==> config.mk <==
export PLATFORM = sky130hd
export DESIGN_NAME = gamepad_event_state_decoder_flat
export DESIGN_NICKNAME = d
export VERILOG_FILES = /design/src/rtl/gesd_pkg.sv /design/src/rtl/gesd_evt_if.sv /design/src/rtl/gesd_rpt_if.sv /design/src/rtl/gesd_front.sv /design/src/rtl/gesd_fifo.sv /design/src/rtl/gesd_back.sv /design/src/rtl/gamepad_event_state_decoder.sv /design/src/flat_wrapper.sv
export VERILOG_INCLUDE_DIRS = /design/src /design/src/rtl
export SDC_FILE = /design/constraint.sdc
export NUM_CORES = 1
export LEC_CHECK = 0
export BUFFER_PORTS_ARGS = -buffer_cell sky130_fd_sc_hd__clkbuf_2
export CELL_PAD_IN_SITES_DETAIL_PLACEMENT = 1
export CELL_PAD_IN_SITES_GLOBAL_PLACEMENT = 1
export CORE_AREA = 2 2 140 142
export CTS_CLUSTER_SIZE = 24
export DETAILED_ROUTE_END_ITERATION = 10
export DIE_AREA = 0 0 142 144
export PLACE_DENSITY_LB_ADDON = 0.1
export SYNTH_ARGS = -nofsm -noshare
export SYNTH_HDL_FRONTEND = slang
export SYNTH_SLANG_ARGS = --single-unit
==> constraint.sdc <==
create_clock -name clk -period 6.2 [get_ports clk]
set_clock_uncertainty 0.15 [all_clocks]
set_input_delay 0.31 -clock clk [delete_from_list [all_inputs] [get_ports clk]]
set_output_delay 0.31 -clock clk [all_outputs]
set_load 0.01 [all_outputs]
==> src/rtl/assert_macros.svh <==
// assertion helpers shared by the rtl files
`ifndef ASSERT_MACROS_SVH
`define ASSERT_MACROS_SVH

// property that must hold at every clock edge outside reset
`define ASSERT_ALWAYS(label, expr, msg) \
    label: assert property (@(posedge clk) disable iff (!rst_n) (expr)) \
        else $error(msg);

// antecedent in one cycle implies consequent in the next
`define ASSERT_NEXT(label, ante, cons, msg) \
    label: assert property (@(posedge clk) disable iff (!rst_n) (ante) |=> (cons)) \
        else $error(msg);

`endif

==> src/rtl/gesd_pkg.sv <==
package gesd_pkg;

    localparam int BTN_W    = 18;
    localparam int CNT_W    = 5;
    localparam int THR_W    = 15;
    localparam int BYTE_W   = 8;
    localparam int VAL_W    = 16;
    localparam int BIDX_W   = 5;

    localparam logic [THR_W-1:0] DPAD_THR_RESET = 15'd16000;
    localparam logic [BYTE_W-1:0] STICK_CENTER  = 8'd128;

    // held mask bit positions
    localparam logic [BIDX_W-1:0] BIT_UP    = 5'd4;
    localparam logic [BIDX_W-1:0] BIT_DOWN  = 5'd5;
    localparam logic [BIDX_W-1:0] BIT_LEFT  = 5'd6;
    localparam logic [BIDX_W-1:0] BIT_RIGHT = 5'd7;
    localparam logic [BIDX_W-1:0] BIT_TOUCH = 5'd17;

    // device button and axis numbers
    localparam logic [7:0] NUM_BUTTONS  = 8'd13;
    localparam logic [7:0] AXIS_LX      = 8'd0;
    localparam logic [7:0] AXIS_LY      = 8'd1;
    localparam logic [7:0] AXIS_RX      = 8'd2;
    localparam logic [7:0] AXIS_LT      = 8'd3;
    localparam logic [7:0] AXIS_RT      = 8'd4;
    localparam logic [7:0] AXIS_RY      = 8'd5;
    localparam logic [7:0] AXIS_DPAD_X  = 8'd6;
    localparam logic [7:0] AXIS_DPAD_Y  = 8'd7;

    localparam logic FUNC_EVENT = 1'b0;
    localparam logic FUNC_CLEAR = 1'b1;

    typedef enum logic [2:0] {
        OP_NOP    = 3'd0,
        OP_CLEAR  = 3'd1,
        OP_BUTTON = 3'd2,
        OP_STICK  = 3'd3,
        OP_TRIG   = 3'd4,
        OP_DPAD_X = 3'd5,
        OP_DPAD_Y = 3'd6
    } op_t;

    // decoded command passed from front to back
    typedef struct packed {
        op_t               op;
        logic [BIDX_W-1:0] bit_idx;  // button bit for button ops
        logic [1:0]        slot;     // stick or trigger slot
        logic [BYTE_W-1:0] level;    // scaled stick or trigger byte
        logic              press;    // button pressed / d-pad past threshold
        logic              dir_pos;  // d-pad on positive side
    } cmd_t;

    // device button number to held mask bit
    function automatic logic [BIDX_W-1:0] button_bit(input logic [3:0] num);
        logic [BIDX_W-1:0] b;
        unique case (num)
            4'd0:    b = 5'd0;   // cross
            4'd1:    b = 5'd1;   // circle
            4'd2:    b = 5'd3;   // triangle
            4'd3:    b = 5'd2;   // square
            4'd4:    b = 5'd8;   // l1
            4'd5:    b = 5'd9;   // r1
            4'd6:    b = 5'd10;  // l2
            4'd7:    b = 5'd11;  // r2
            4'd8:    b = 5'd14;  // share
            4'd9:    b = 5'd15;  // options
            4'd10:   b = 5'd16;  // ps
            4'd11:   b = 5'd12;  // l3
            4'd12:   b = 5'd13;  // r3
            default: b = 5'd0;
        endcase
        return b;
    endfunction

endpackage

==> src/rtl/gesd_evt_if.sv <==
interface gesd_evt_if;
    import gesd_pkg::*;

    logic                    valid;
    logic                    ready;
    logic                    func;
    logic [7:0]              event_type;
    logic [7:0]              event_number;
    logic signed [VAL_W-1:0] event_value;

    modport source (output valid, func, event_type, event_number, event_value, input ready);
    modport sink   (input valid, func, event_type, event_number, event_value, output ready);
endinterface

==> src/rtl/gesd_rpt_if.sv <==
interface gesd_rpt_if;
    import gesd_pkg::*;

    logic              valid;
    logic              ready;
    logic [BTN_W-1:0]  button_mask;
    logic [BTN_W-1:0]  tested_mask;
    logic [CNT_W-1:0]  tested_count;
    logic [BYTE_W-1:0] left_x;
    logic [BYTE_W-1:0] left_y;
    logic [BYTE_W-1:0] right_x;
    logic [BYTE_W-1:0] right_y;
    logic [BYTE_W-1:0] left_trigger;
    logic [BYTE_W-1:0] right_trigger;

    modport source (output valid, button_mask, tested_mask, tested_count, left_x, left_y,
                    right_x, right_y, left_trigger, right_trigger, input ready);
    modport sink   (input valid, button_mask, tested_mask, tested_count, left_x, left_y,
                    right_x, right_y, left_trigger, right_trigger, output ready);
endinterface

==> src/rtl/gesd_front.sv <==
module gesd_front (
    input  logic                      clk,
    input  logic                      rst_n,
    input  logic                      cfg_wr_en,
    input  logic [gesd_pkg::THR_W-1:0] cfg_wr_data,
    gesd_evt_if.sink                  evt,
    output logic                      push_valid,
    input  logic                      push_ready,
    output gesd_pkg::cmd_t            push_cmd
);
    import gesd_pkg::*;

    logic [THR_W-1:0]  thr_reg;
    logic [VAL_W-1:0]  off;
    logic [BYTE_W-1:0] q_est;
    logic [VAL_W:0]    q_prod;
    logic [BYTE_W-1:0] stick_lvl;
    logic signed [VAL_W:0] v_ext;
    logic signed [VAL_W:0] thr_pos;
    logic signed [VAL_W:0] thr_neg;
    logic              below;
    logic              above;

    always_ff @(posedge clk or negedge rst_n)
    begin
        if (!rst_n)
        begin
            thr_reg <= DPAD_THR_RESET;
        end
        else if (cfg_wr_en)
        begin
            thr_reg <= cfg_wr_data;
        end
    end

    // offset value, 0..65535
    assign off = {~evt.event_value[VAL_W-1], evt.event_value[VAL_W-2:0]};

    // off*255/65535 equals off/257; off>>8 overshoots by at most one
    assign q_est     = off[VAL_W-1:BYTE_W];
    assign q_prod    = {1'b0, q_est, {BYTE_W{1'b0}}} + {{(VAL_W-BYTE_W+1){1'b0}}, q_est};
    assign stick_lvl = (q_prod > {1'b0, off}) ? (q_est - 8'd1) : q_est;

    assign v_ext   = {evt.event_value[VAL_W-1], evt.event_value};
    assign thr_pos = $signed({2'b00, thr_reg});
    assign thr_neg = -thr_pos;
    assign below   = v_ext < thr_neg;
    assign above   = v_ext > thr_pos;

    always_comb
    begin
        push_cmd         = '0;
        push_cmd.op      = OP_NOP;
        push_cmd.level   = stick_lvl;
        push_cmd.press   = below | above;
        push_cmd.dir_pos = above;
        priority if (evt.func == FUNC_CLEAR)
        begin
            push_cmd.op = OP_CLEAR;
        end
        else if (evt.event_type[0])
        begin
            if (evt.event_number < NUM_BUTTONS)
            begin
                push_cmd.op      = OP_BUTTON;
                push_cmd.bit_idx = button_bit(evt.event_number[3:0]);
                push_cmd.press   = evt.event_value != '0;
            end
        end
        else if (evt.event_type[1])
        begin
            unique case (evt.event_number)
                AXIS_LX:     begin push_cmd.op = OP_STICK; push_cmd.slot = 2'd0; end
                AXIS_LY:     begin push_cmd.op = OP_STICK; push_cmd.slot = 2'd1; end
                AXIS_RX:     begin push_cmd.op = OP_STICK; push_cmd.slot = 2'd2; end
                AXIS_RY:     begin push_cmd.op = OP_STICK; push_cmd.slot = 2'd3; end
                AXIS_LT:
                begin
                    push_cmd.op    = OP_TRIG;
                    push_cmd.slot  = 2'd0;
                    push_cmd.level = off[VAL_W-1:BYTE_W];
                end
                AXIS_RT:
                begin
                    push_cmd.op    = OP_TRIG;
                    push_cmd.slot  = 2'd1;
                    push_cmd.level = off[VAL_W-1:BYTE_W];
                end
                AXIS_DPAD_X: push_cmd.op = OP_DPAD_X;
                AXIS_DPAD_Y: push_cmd.op = OP_DPAD_Y;
                default:     push_cmd.op = OP_NOP;
            endcase
        end
        else
        begin
            // neither type bit: only the or into the tested mask
            push_cmd.op = OP_NOP;
        end
    end

    assign push_valid = evt.valid;
    assign evt.ready  = push_ready;

endmodule

==> src/rtl/gesd_fifo.sv <==
`include "assert_macros.svh"

module gesd_fifo #(
    parameter int DEPTH = 2
) (
    input  logic           clk,
    input  logic           rst_n,
    input  logic           push_valid,
    output logic           push_ready,
    input  gesd_pkg::cmd_t push_cmd,
    output logic           pop_valid,
    input  logic           pop_ready,
    output gesd_pkg::cmd_t pop_cmd
);
    import gesd_pkg::*;

    localparam int PTR_W = (DEPTH > 1) ? $clog2(DEPTH) : 1;
    localparam int CNT_W = $clog2(DEPTH + 1);
    localparam logic [PTR_W-1:0] LAST = PTR_W'(DEPTH - 1);

    cmd_t             mem [DEPTH];
    logic [PTR_W-1:0] wr_ptr_reg;
    logic [PTR_W-1:0] wr_ptr_next;
    logic [PTR_W-1:0] rd_ptr_reg;
    logic [PTR_W-1:0] rd_ptr_next;
    logic [CNT_W-1:0] count_reg;
    logic [CNT_W-1:0] count_next;
    logic             push;
    logic             pop;

    assign push_ready = count_reg != CNT_W'(DEPTH);
    assign pop_valid  = count_reg != '0;
    assign pop_cmd    = mem[rd_ptr_reg];
    assign push       = push_valid & push_ready;
    assign pop        = pop_valid & pop_ready;

    always_comb
    begin
        wr_ptr_next = wr_ptr_reg;
        rd_ptr_next = rd_ptr_reg;
        count_next  = count_reg;
        if (push)
        begin
            wr_ptr_next = (wr_ptr_reg == LAST) ? '0 : wr_ptr_reg + 1'b1;
        end
        if (pop)
        begin
            rd_ptr_next = (rd_ptr_reg == LAST) ? '0 : rd_ptr_reg + 1'b1;
        end
        if (push && !pop)
        begin
            count_next = count_reg + 1'b1;
        end
        else if (pop && !push)
        begin
            count_next = count_reg - 1'b1;
        end
    end

    always_ff @(posedge clk or negedge rst_n)
    begin
        if (!rst_n)
        begin
            wr_ptr_reg <= '0;
            rd_ptr_reg <= '0;
            count_reg  <= '0;
        end
        else
        begin
            wr_ptr_reg <= wr_ptr_next;
            rd_ptr_reg <= rd_ptr_next;
            count_reg  <= count_next;
        end
    end

    always_ff @(posedge clk)
    begin
        if (push)
        begin
            mem[wr_ptr_reg] <= push_cmd;
        end
    end

    `ASSERT_ALWAYS(a_count_bound, count_reg <= CNT_W'(DEPTH), "queue count beyond depth")
    `ASSERT_NEXT(a_count_up, push && !pop, count_reg == $past(count_reg) + 1'b1,
        "queue count did not grow on push")
    `ASSERT_NEXT(a_count_down, pop && !push, count_reg == $past(count_reg) - 1'b1,
        "queue count did not shrink on pop")

endmodule

==> src/rtl/gesd_back.sv <==
`include "assert_macros.svh"

module gesd_back (
    input  logic           clk,
    input  logic           rst_n,
    input  logic           pop_valid,
    output logic           pop_ready,
    input  gesd_pkg::cmd_t pop_cmd,
    gesd_rpt_if.source     rpt
);
    import gesd_pkg::*;

    logic [BTN_W-1:0]  held_reg;
    logic [BTN_W-1:0]  held_next;
    logic [BTN_W-1:0]  seen_reg;
    logic [BTN_W-1:0]  seen_next;
    logic [CNT_W-1:0]  count_reg;
    logic [CNT_W-1:0]  count_next;
    logic [BYTE_W-1:0] stick_reg [4];
    logic [BYTE_W-1:0] trig_reg  [2];
    logic              valid_reg;
    logic              pop;

    function automatic logic [CNT_W-1:0] popcount(input logic [BTN_W-1:0] m);
        logic [CNT_W-1:0] c;
        c = '0;
        for (int i = 0; i < BTN_W; i++)
        begin
            c = c + CNT_W'(m[i]);
        end
        return c;
    endfunction

    function automatic logic [BTN_W-1:0] dpad(input logic [BTN_W-1:0] h,
                                             input logic [BIDX_W-1:0] neg,
                                             input logic [BIDX_W-1:0] pos,
                                             input logic press,
                                             input logic dir_pos);
        logic [BTN_W-1:0] r;
        r      = h;
        r[neg] = press & ~dir_pos;
        r[pos] = press & dir_pos;
        return r;
    endfunction

    // state only moves on pop, so the report reads straight from state
    assign pop       = pop_valid & pop_ready;
    assign pop_ready = ~valid_reg | rpt.ready;

    always_comb
    begin
        held_next = held_reg;
        unique case (pop_cmd.op)
            OP_BUTTON: held_next[pop_cmd.bit_idx] = pop_cmd.press;
            OP_DPAD_X: held_next = dpad(held_reg, BIT_LEFT, BIT_RIGHT, pop_cmd.press,
                                        pop_cmd.dir_pos);
            OP_DPAD_Y: held_next = dpad(held_reg, BIT_UP, BIT_DOWN, pop_cmd.press,
                                        pop_cmd.dir_pos);
            OP_NOP, OP_CLEAR, OP_STICK, OP_TRIG: held_next = held_reg;
            default:   held_next = held_reg;
        endcase
        seen_next  = (pop_cmd.op == OP_CLEAR) ? '0 : (seen_reg | held_next);
        count_next = popcount(seen_next);
    end

    always_ff @(posedge clk or negedge rst_n)
    begin
        if (!rst_n)
        begin
            valid_reg    <= 1'b0;
            held_reg     <= '0;
            seen_reg     <= '0;
            count_reg    <= '0;
            stick_reg[0] <= STICK_CENTER;
            stick_reg[1] <= STICK_CENTER;
            stick_reg[2] <= STICK_CENTER;
            stick_reg[3] <= STICK_CENTER;
            trig_reg[0]  <= '0;
            trig_reg[1]  <= '0;
        end
        else
        begin
            if (pop)
            begin
                valid_reg <= 1'b1;
                held_reg  <= held_next;
                seen_reg  <= seen_next;
                count_reg <= count_next;
                if (pop_cmd.op == OP_STICK)
                begin
                    stick_reg[pop_cmd.slot] <= pop_cmd.level;
                end
                if (pop_cmd.op == OP_TRIG)
                begin
                    trig_reg[pop_cmd.slot[0]] <= pop_cmd.level;
                end
            end
            else if (rpt.ready)
            begin
                valid_reg <= 1'b0;
            end
        end
    end

    assign rpt.valid         = valid_reg;
    assign rpt.button_mask   = held_reg;
    assign rpt.tested_mask   = seen_reg;
    assign rpt.tested_count  = count_reg;
    assign rpt.left_x        = stick_reg[0];
    assign rpt.left_y        = stick_reg[1];
    assign rpt.right_x       = stick_reg[2];
    assign rpt.right_y       = stick_reg[3];
    assign rpt.left_trigger  = trig_reg[0];
    assign rpt.right_trigger = trig_reg[1];

    `ASSERT_ALWAYS(a_count_match, count_reg == CNT_W'($countones(seen_reg)),
        "tested count out of step with tested mask")
    `ASSERT_ALWAYS(a_dpad_x_excl, !(held_reg[BIT_LEFT] && held_reg[BIT_RIGHT]),
        "left and right held together")
    `ASSERT_ALWAYS(a_touch_clear, !held_reg[BIT_TOUCH], "touchpad bit set")

endmodule

==> src/rtl/gamepad_event_state_decoder.sv <==
// gamepad event state decoder: takes one joystick event request per cycle
// (or a clear of the tested mask) while the queue has room and returns one
// report request per event holding the button, tested, stick and trigger
// state after that event. a front stage decodes the event and resolves stick
// scaling and the d-pad threshold compare, a small command queue follows, and
// a back stage applies the command to the state registers, which drive the
// report directly. sustained rate is one event per cycle, set by the back
// stage's state update, while reports are taken as they turn valid; a report
// turns valid once its command has passed the queue and the state update has
// been registered as it leaves. the user must write dpad_threshold through
// cfg_wr_en / cfg_wr_data only while no events are in flight (not enforced).
module gamepad_event_state_decoder #(
    parameter int QUEUE_DEPTH = 2
) (
    input  logic                       clk,
    input  logic                       rst_n,
    input  logic                       cfg_wr_en,
    input  logic [gesd_pkg::THR_W-1:0] cfg_wr_data,
    gesd_evt_if.sink                   evt,
    gesd_rpt_if.source                 rpt
);
    import gesd_pkg::*;

    // front to queue
    logic push_valid;
    logic push_ready;
    cmd_t push_cmd;

    // queue to back
    logic pop_valid;
    logic pop_ready;
    cmd_t pop_cmd;

    // decode, scaling and threshold compare
    gesd_front u_front (
        .clk         (clk),
        .rst_n       (rst_n),
        .cfg_wr_en   (cfg_wr_en),
        .cfg_wr_data (cfg_wr_data),
        .evt         (evt),
        .push_valid  (push_valid),
        .push_ready  (push_ready),
        .push_cmd    (push_cmd)
    );

    // decouples decode from the state update and report stall
    gesd_fifo #(
        .DEPTH (QUEUE_DEPTH)
    ) u_queue (
        .clk        (clk),
        .rst_n      (rst_n),
        .push_valid (push_valid),
        .push_ready (push_ready),
        .push_cmd   (push_cmd),
        .pop_valid  (pop_valid),
        .pop_ready  (pop_ready),
        .pop_cmd    (pop_cmd)
    );

    // state registers and report holding
    gesd_back u_back (
        .clk       (clk),
        .rst_n     (rst_n),
        .pop_valid (pop_valid),
        .pop_ready (pop_ready),
        .pop_cmd   (pop_cmd),
        .rpt       (rpt)
    );

endmodule
==> src/flat_wrapper.sv <==
// flat-port wrapper written by rule: the top's interface ports become plain ports
module gamepad_event_state_decoder_flat import gesd_pkg::*;
#(
    parameter int QUEUE_DEPTH = 2
)
  (clk, rst_n, cfg_wr_en, cfg_wr_data, evt_valid, evt_func, evt_event_type, evt_event_number, evt_event_value, evt_ready, rpt_valid, rpt_button_mask, rpt_tested_mask, rpt_tested_count, rpt_left_x, rpt_left_y, rpt_right_x, rpt_right_y, rpt_left_trigger, rpt_right_trigger, rpt_ready);
  gesd_evt_if evt_i ();
  gesd_rpt_if rpt_i ();
  input  logic clk;
  input  logic rst_n;
  input  logic cfg_wr_en;
  input  logic [gesd_pkg::THR_W-1:0] cfg_wr_data;
  input wire logic [$bits(evt_i.valid)-1:0] evt_valid;
  input wire logic [$bits(evt_i.func)-1:0] evt_func;
  input wire logic [$bits(evt_i.event_type)-1:0] evt_event_type;
  input wire logic [$bits(evt_i.event_number)-1:0] evt_event_number;
  input wire logic [$bits(evt_i.event_value)-1:0] evt_event_value;
  output wire logic [$bits(evt_i.ready)-1:0] evt_ready;
  output wire logic [$bits(rpt_i.valid)-1:0] rpt_valid;
  output wire logic [$bits(rpt_i.button_mask)-1:0] rpt_button_mask;
  output wire logic [$bits(rpt_i.tested_mask)-1:0] rpt_tested_mask;
  output wire logic [$bits(rpt_i.tested_count)-1:0] rpt_tested_count;
  output wire logic [$bits(rpt_i.left_x)-1:0] rpt_left_x;
  output wire logic [$bits(rpt_i.left_y)-1:0] rpt_left_y;
  output wire logic [$bits(rpt_i.right_x)-1:0] rpt_right_x;
  output wire logic [$bits(rpt_i.right_y)-1:0] rpt_right_y;
  output wire logic [$bits(rpt_i.left_trigger)-1:0] rpt_left_trigger;
  output wire logic [$bits(rpt_i.right_trigger)-1:0] rpt_right_trigger;
  input wire logic [$bits(rpt_i.ready)-1:0] rpt_ready;
  assign evt_i.valid = evt_valid;
  assign evt_i.func = evt_func;
  assign evt_i.event_type = evt_event_type;
  assign evt_i.event_number = evt_event_number;
  assign evt_i.event_value = evt_event_value;
  assign evt_ready = evt_i.ready;
  assign rpt_valid = rpt_i.valid;
  assign rpt_button_mask = rpt_i.button_mask;
  assign rpt_tested_mask = rpt_i.tested_mask;
  assign rpt_tested_count = rpt_i.tested_count;
  assign rpt_left_x = rpt_i.left_x;
  assign rpt_left_y = rpt_i.left_y;
  assign rpt_right_x = rpt_i.right_x;
  assign rpt_right_y = rpt_i.right_y;
  assign rpt_left_trigger = rpt_i.left_trigger;
  assign rpt_right_trigger = rpt_i.right_trigger;
  assign rpt_i.ready = rpt_ready;
  gamepad_event_state_decoder #(.QUEUE_DEPTH(QUEUE_DEPTH)) u_core (.clk(clk), .rst_n(rst_n), .cfg_wr_en(cfg_wr_en), .cfg_wr_data(cfg_wr_data), .evt(evt_i), .rpt(rpt_i));
endmodule
-- Word level (Yosys, flattened, before mapping)
Memories as Yosys holds them, arrays and structs flattened.
Index checks and enable logic that the tools add are counted.
W data, S select, Z words.
- memories kept: 2
- input bits: 53
- bits in read-only memories: 80
- memory bits (writable): 40
- output and inout port bits: 91
- register bits after elaboration: 109
- word-level logic and storage cells: 126
- $add $sub $neg: 24
- bitwise gates (word level): 12
- eq/ne operators: 14
- mux-type cells: 33
- $lt $le $gt $ge: 10
- reduce and logical (&&, ||, !) cells: 17
- memory list (memory ; words ; width ; rd ports ; clocked after Yosys merged registers in ; write ports ; line ; RTL):
    (name not given) ; 16 ; 5 ; 1 ; 0 ; 0 ; gesd_pkg.sv:57 ; unique case (num)
    u_core.u_queue.mem ; 2 ; 20 ; 1 ; 0 ; 1 ; gesd_fifo.sv:21 ; cmd_t mem [DEPTH];
- operators by type and width (operator ; count):
    $add A5 B1 Y5 ; 13
    $pmux W18 S3 ; 1
    $bwmux W32 ; 1
    $eq A8 B3 Y1 const B ; 4
    $mux W8 ; 4
    $mux W10 ; 2
    $bwmux W18 ; 1
    $mux W18 ; 1
    $or A18 B18 Y18 ; 1
    $add A16 B8 Y17 ; 1
    $gt A17 B16 Y1 ; 1
    $lt A16 B17 Y1 ; 1
    $neg A15 Y17 ; 1
    $bwmux W16 ; 1
    $demux W8 S2 ; 1
    $eq A8 B2 Y1 const B ; 2
    $gt A16 B16 Y1 ; 1
    $mux W16 ; 1
    $reduce_bool A16 Y1 ; 1
    $pmux W3 S4 ; 1
    $eq A3 B3 Y1 const B ; 3
    $mux W1 ; 9
    $mux W3 ; 3
    $demux W8 S1 ; 1
    other kinds (36) ; 54

-- Longest topological paths before layout
An unclocked memory read counts as a cell.
- depth after elaboration: 26
- depth in mapped cells: 23
- depth with buffers taken out: 20

-- Cells and area by module
A second synthesis with hierarchy kept.
- cell total of the unflattened synthesis: 760
- area, all modules: 8510.7 sq um
- modules (own cells, without submodules) (module ; area each (sq um) ; sequential area each (sq um) ; times used ; cells an instance):
    gesd_back ; 4579.4 ; 2257.2 ; 1 ; 400
    gesd_front ; 2265.9 ; 382.9 ; 1 ; 280
    gesd_fifo ; 1665.3 ; 1301.2 ; 1 ; 80

-- Least setup slack after synthesis
OpenSTA, ideal clock, no wires.
- kind: register to register
- from: register u_core.u_queue.rd_ptr_reg
- to: register u_core.u_back.count_reg[4] (netlist: u_core.u_back.rpt.tested_count[4])
- arrival time: 5.273 ns
- path slack: 0.711 ns
- buffers on the path: 2
- cell stages (with the launch flop): 22
- cell sequence: dfrtp_1 > buf_6 > buf_2 > nor3b_1 > o211ai_1 > nor3_1 > mux2_1 > o21ai_0 > fa_1 > fa_1 > fa_1 > fa_1 > inv_1 > fa_1 > ha_1 > inv_1 > fa_1 > inv_1 > a21oi_1 > nor2_1 > o21ai_0 > nand2_1
- longest elaborated chain between the ends: 26
- elaborated cells between the ends (all ways): 34
- those cells by class: add/sub (17); order compare (2); eq/ne (4); mux (5); bitwise (4); reduce/logical (1); memory (1)
- RTL lines (item ; line ; RTL):
    from (decl) ; gesd_fifo.sv:24 ; logic [PTR_W-1:0] rd_ptr_reg;
    from (signal assigned) ; gesd_fifo.sv:71 ; rd_ptr_reg <= rd_ptr_next;
    $mem_v2 Z2 W20 * ; -- ;
    $lt A5 B6 Y1 (implied by the code) / $ge A5 B1 Y1 (equally long branches) ; gesd_back.sv:54 ; OP_BUTTON: held_next[pop_cmd.bit_idx] = pop_cmd.press;
    $logic_and A1 B1 Y1 (implied by the code) ; gesd_back.sv:54 ;
    $mux W1 (implied by the code) ; gesd_back.sv:54 ;
    $demux W1 S5 ; gesd_back.sv:54 ;
    $bwmux W18 ; gesd_back.sv:54 ;
    $pmux W18 S3 ; gesd_back.sv:53 ; unique case (pop_cmd.op)
    $or A18 B18 Y18 ; gesd_back.sv:62 ; seen_next = (pop_cmd.op == OP_CLEAR) ? '0 : (seen_reg | held_next);
    $mux W18 * ; gesd_back.sv:62 ;
    $add A1 B1 Y2 ; gesd_back.sv:29 ; c = c + CNT_W'(m[i]);
    $add A2 B1 Y3 ; gesd_back.sv:29 ;
    $add A3 B1 Y4 ; gesd_back.sv:29 ;
    $add A4 B1 Y5 ; gesd_back.sv:29 ;
    $add A5 B1 Y5 (12 in series) ; gesd_back.sv:29 ;
    $add A5 B1 Y5 * ; gesd_back.sv:29 ;
    to (signal assigned) ; gesd_back.sv:88 ; count_reg <= count_next;
    to (decl) ; gesd_back.sv:17 ; logic [CNT_W-1:0] count_reg;
Every way passes the cells marked *; elsewhere a longest branch is shown, timed or not.
A chain may end at the register's enable or synchronous reset.

-- Worst setup path in the final report
Same ends and word-level chain as after synthesis.

==> metrics <==
final setup fails=0; final hold violation count=0; Post-route DRC=0; vias in the first global route=6977; Routed Antenna Nets=0; CTS tree=built; Sum Neg Setup Slack=0 ps; IO Port Bufs=137; Root Buffer=clkbuf_16; Layout Nets=1090; peak supply drop=0.522 mV; hpwl dp=16500 microns; crit path max fanout=13; Die H=144 microns; CTS max path bufs=2; Hold Path Class=in2reg; Ys Warns=0; number of I/O pins=144; total gr overflow=0; Final WS setup=261 ps; Yosys cell types=63; share of cells above drive strength 1=0.216; die width=142 microns; Arr. time, crit path=6150 ps; synthesized instance count=811; total CTS buffers=17; pin count of the biggest net entering global routing=64; Max-Cap Viols=0; Post-Syn Area=8250 sq um; final instance area=10000 sq um; Max Fclk=0.168 GHz; H-tree depth=4; sequential share of the synthesized area=0.478; syn_area_per_cell=10.2 sq um; Vias=6687; Final min period=5940 ps; drt total wl=22200 microns; cell row count=51; Main synth FF type=dfrtp_1; core area=19100 sq um; first-pass GRT wire length=36000 microns; vias per cell=5.48; pre-CTS setup slack=198 ps; Syn Nets=931; #FFs+latches synth=149; initial antenna violation count=0; Worst setup SP type=flop; initial core utilization=0.432; routability cong.=0.884; CP Data Required Time=6410 ps; Leakage=4.78 nW; Worst Path Class, Setup=reg2reg; RSZ-0062 raised after global routing=false; Slew @ Worst Pin=994 ps; Top reg by flops=u_core.u_queue.mem; TritonCTS Sinks=149; global-route usage over all layers=0.225; max FFs per register=40; Rel. slew slack=0.334; Clk pin slew, worst setup/hold paths=70 ps; pwr dens=568 nW/um^2; ratio of final minimum period to clock period=0.958; Worst-Skew Late Latency=430 ps; Async SR Flop Fraction=0.732; DR iter-0 viols=262; die area=20400 sq um; Post-synth EDFFs=40; Slew Viols, Final=0; TritonRoute pass-1 iters=5; fin util=0.526; # diodes=0; Post-Place Cell Area=9160 sq um; CP Capture Type=flop; Avg WL per Cell=18.2 microns; area grow syn2layout=21.6%; status=finished, final reports clean
-- worst max-delay path: stages, from the launching register on --
cell      delay (ps)
dfrtp_2          500
buf_4            240
nor3b_1          380
o221ai_1         350
nor2_1           190
mux2_2           390
o21ai_1          190
fa_1             470
fa_1             540
fa_1             440
fa_1             490
inv_1             50
fa_1             470
ha_1             170
inv_1             60
fa_1             400
inv_1             80
a21oi_1           60
nor2_1            80
o21ai_0           90
nand2_1           80
-- path summary, 6_finish.rpt --
kind                                                        start                                 to  slack (ps)  depth (start not counted)
worst max-delay path                    u_core.u_queue.rd_ptr_reg  u_core.u_back.rpt.tested_count[4]         260                         20
worst min-delay path                                    evt_valid          u_core.u_queue.wr_ptr_reg          40                          3
worst max register to register          u_core.u_queue.rd_ptr_reg  u_core.u_back.rpt.tested_count[4]         260                         20
worst min register to register  u_core.u_back.rpt.tested_count[0]  u_core.u_back.rpt.tested_count[0]         330                          2
max in group asynchronous                                   rst_n          u_core.u_queue.rd_ptr_reg        4290                          3
min in group asynchronous                                   rst_n  u_core.u_back.rpt.left_trigger[7]         290                          2
-- cells by family after synthesis --
| kind of cell | count (synthesis) | share of synthesized area |
|---|---|---|
| AND/OR/NAND/NOR | 261 | 0.154 |
| AO/OA/AOI/OAI | 186 | 0.136 |
| flip-flops | 149 | 0.478 |
| buffers and inverters | 83 | 0.0399 |
| adder cells (fa/ha/maj) | 67 | 0.113 |
| multiplexers | 39 | 0.0525 |
| XOR/XNOR | 26 | 0.0276 |
-- synthesized netlist by cell type, types with 9 or more instances --
cell type / instances / area share
dfrtp_1: 99 / 0.30
nand2_1: 83 / 0.038
nor2_1: 74 / 0.034
a21oi_1: 65 / 0.039
inv_1: 58 / 0.026
ha_1: 55 / 0.083
edfxtp_1: 40 / 0.15
o21ai_0: 31 / 0.019
o21ai_1: 27 / 0.016
xnor2_1: 22 / 0.023
a21o_1: 19 / 0.017
mux2i_1: 19 / 0.023
nor3_1: 17 / 0.010
clkbuf_1: 15 / 0.0068
o21a_1: 13 / 0.012
fa_1: 12 / 0.029
nand2b_1: 11 / 0.0083
dfstp_2: 10 / 0.032
nor3b_1: 10 / 0.0091
mux2_1: 9 / 0.012
nand3_1: 9 / 0.0055
nand4_1: 9 / 0.0068
-- layout by cell type (no fill, tap or decap), types with 19 or more instances in the layout --
cell type,Yosys,routed
o21ai_0,31,31
edfxtp_1,40,40
xnor2_1,22,22
o21ai_1,27,26
nand2_1,83,83
clkbuf_2,0,136
a21oi_1,65,65
a21o_1,19,19
dfrtp_1,99,98
inv_1,58,58
ha_1,55,55
nor2_1,74,74
-- report_power, final --
group	internal (W)	switching, W	leakage (nW)
logic	0.00123	0.00171	2.71
registers	0.00138	0.000245	1.74
clock network	0.000679	0.000461	0.322
total	0.00328	0.00242	4.78
-- area by class of cell --
class | instances | area (sq um)
Sequential cell | 149 | 3940
Clock inverter | 14 | 199
Clock buffer | 18 | 450
Timing Repair Buffer | 164 | 933
Fill cell | 2143 | 9050
Tap cell | 238 | 298
Multi-Input combinational cell | 579 | 3980
Inverter | 59 | 221
-- layer usage --
metal | share of wire | vias to the layer above | track usage
met5 | 0 | - | 0
met4 | 0.016 | 0 | 0.0658
met3 | 0.032 | 26 | 0.0351
met2 | 0.49 | 142 | 0.390
met1 | 0.46 | 3342 | 0.294
li1 | - | 3177 | -
-- repair_timing --
action | CTS | global route
buffers inserted | 0 | 5
hold endpoints to repair | 52 | 0
gates resized for setup | 0 | 3
hold buffers | 17 | 0
setup endpoints to repair | 0 | 4
-- stage by stage --
step | total power [W] | cells | hold slack (ps)
floorplan | 0.00362 | 811 | -136
global placement | 0.00435 | 1167 | 196
detailed placement | 0.00454 | 1167 | 213
CTS | 0.00573 | 1216 | 28.4
global route | 0.00626 | 1221 | 61.2
finish | 0.00570 | 1221 | 38.3
Power figures use the tool's default switching activity.
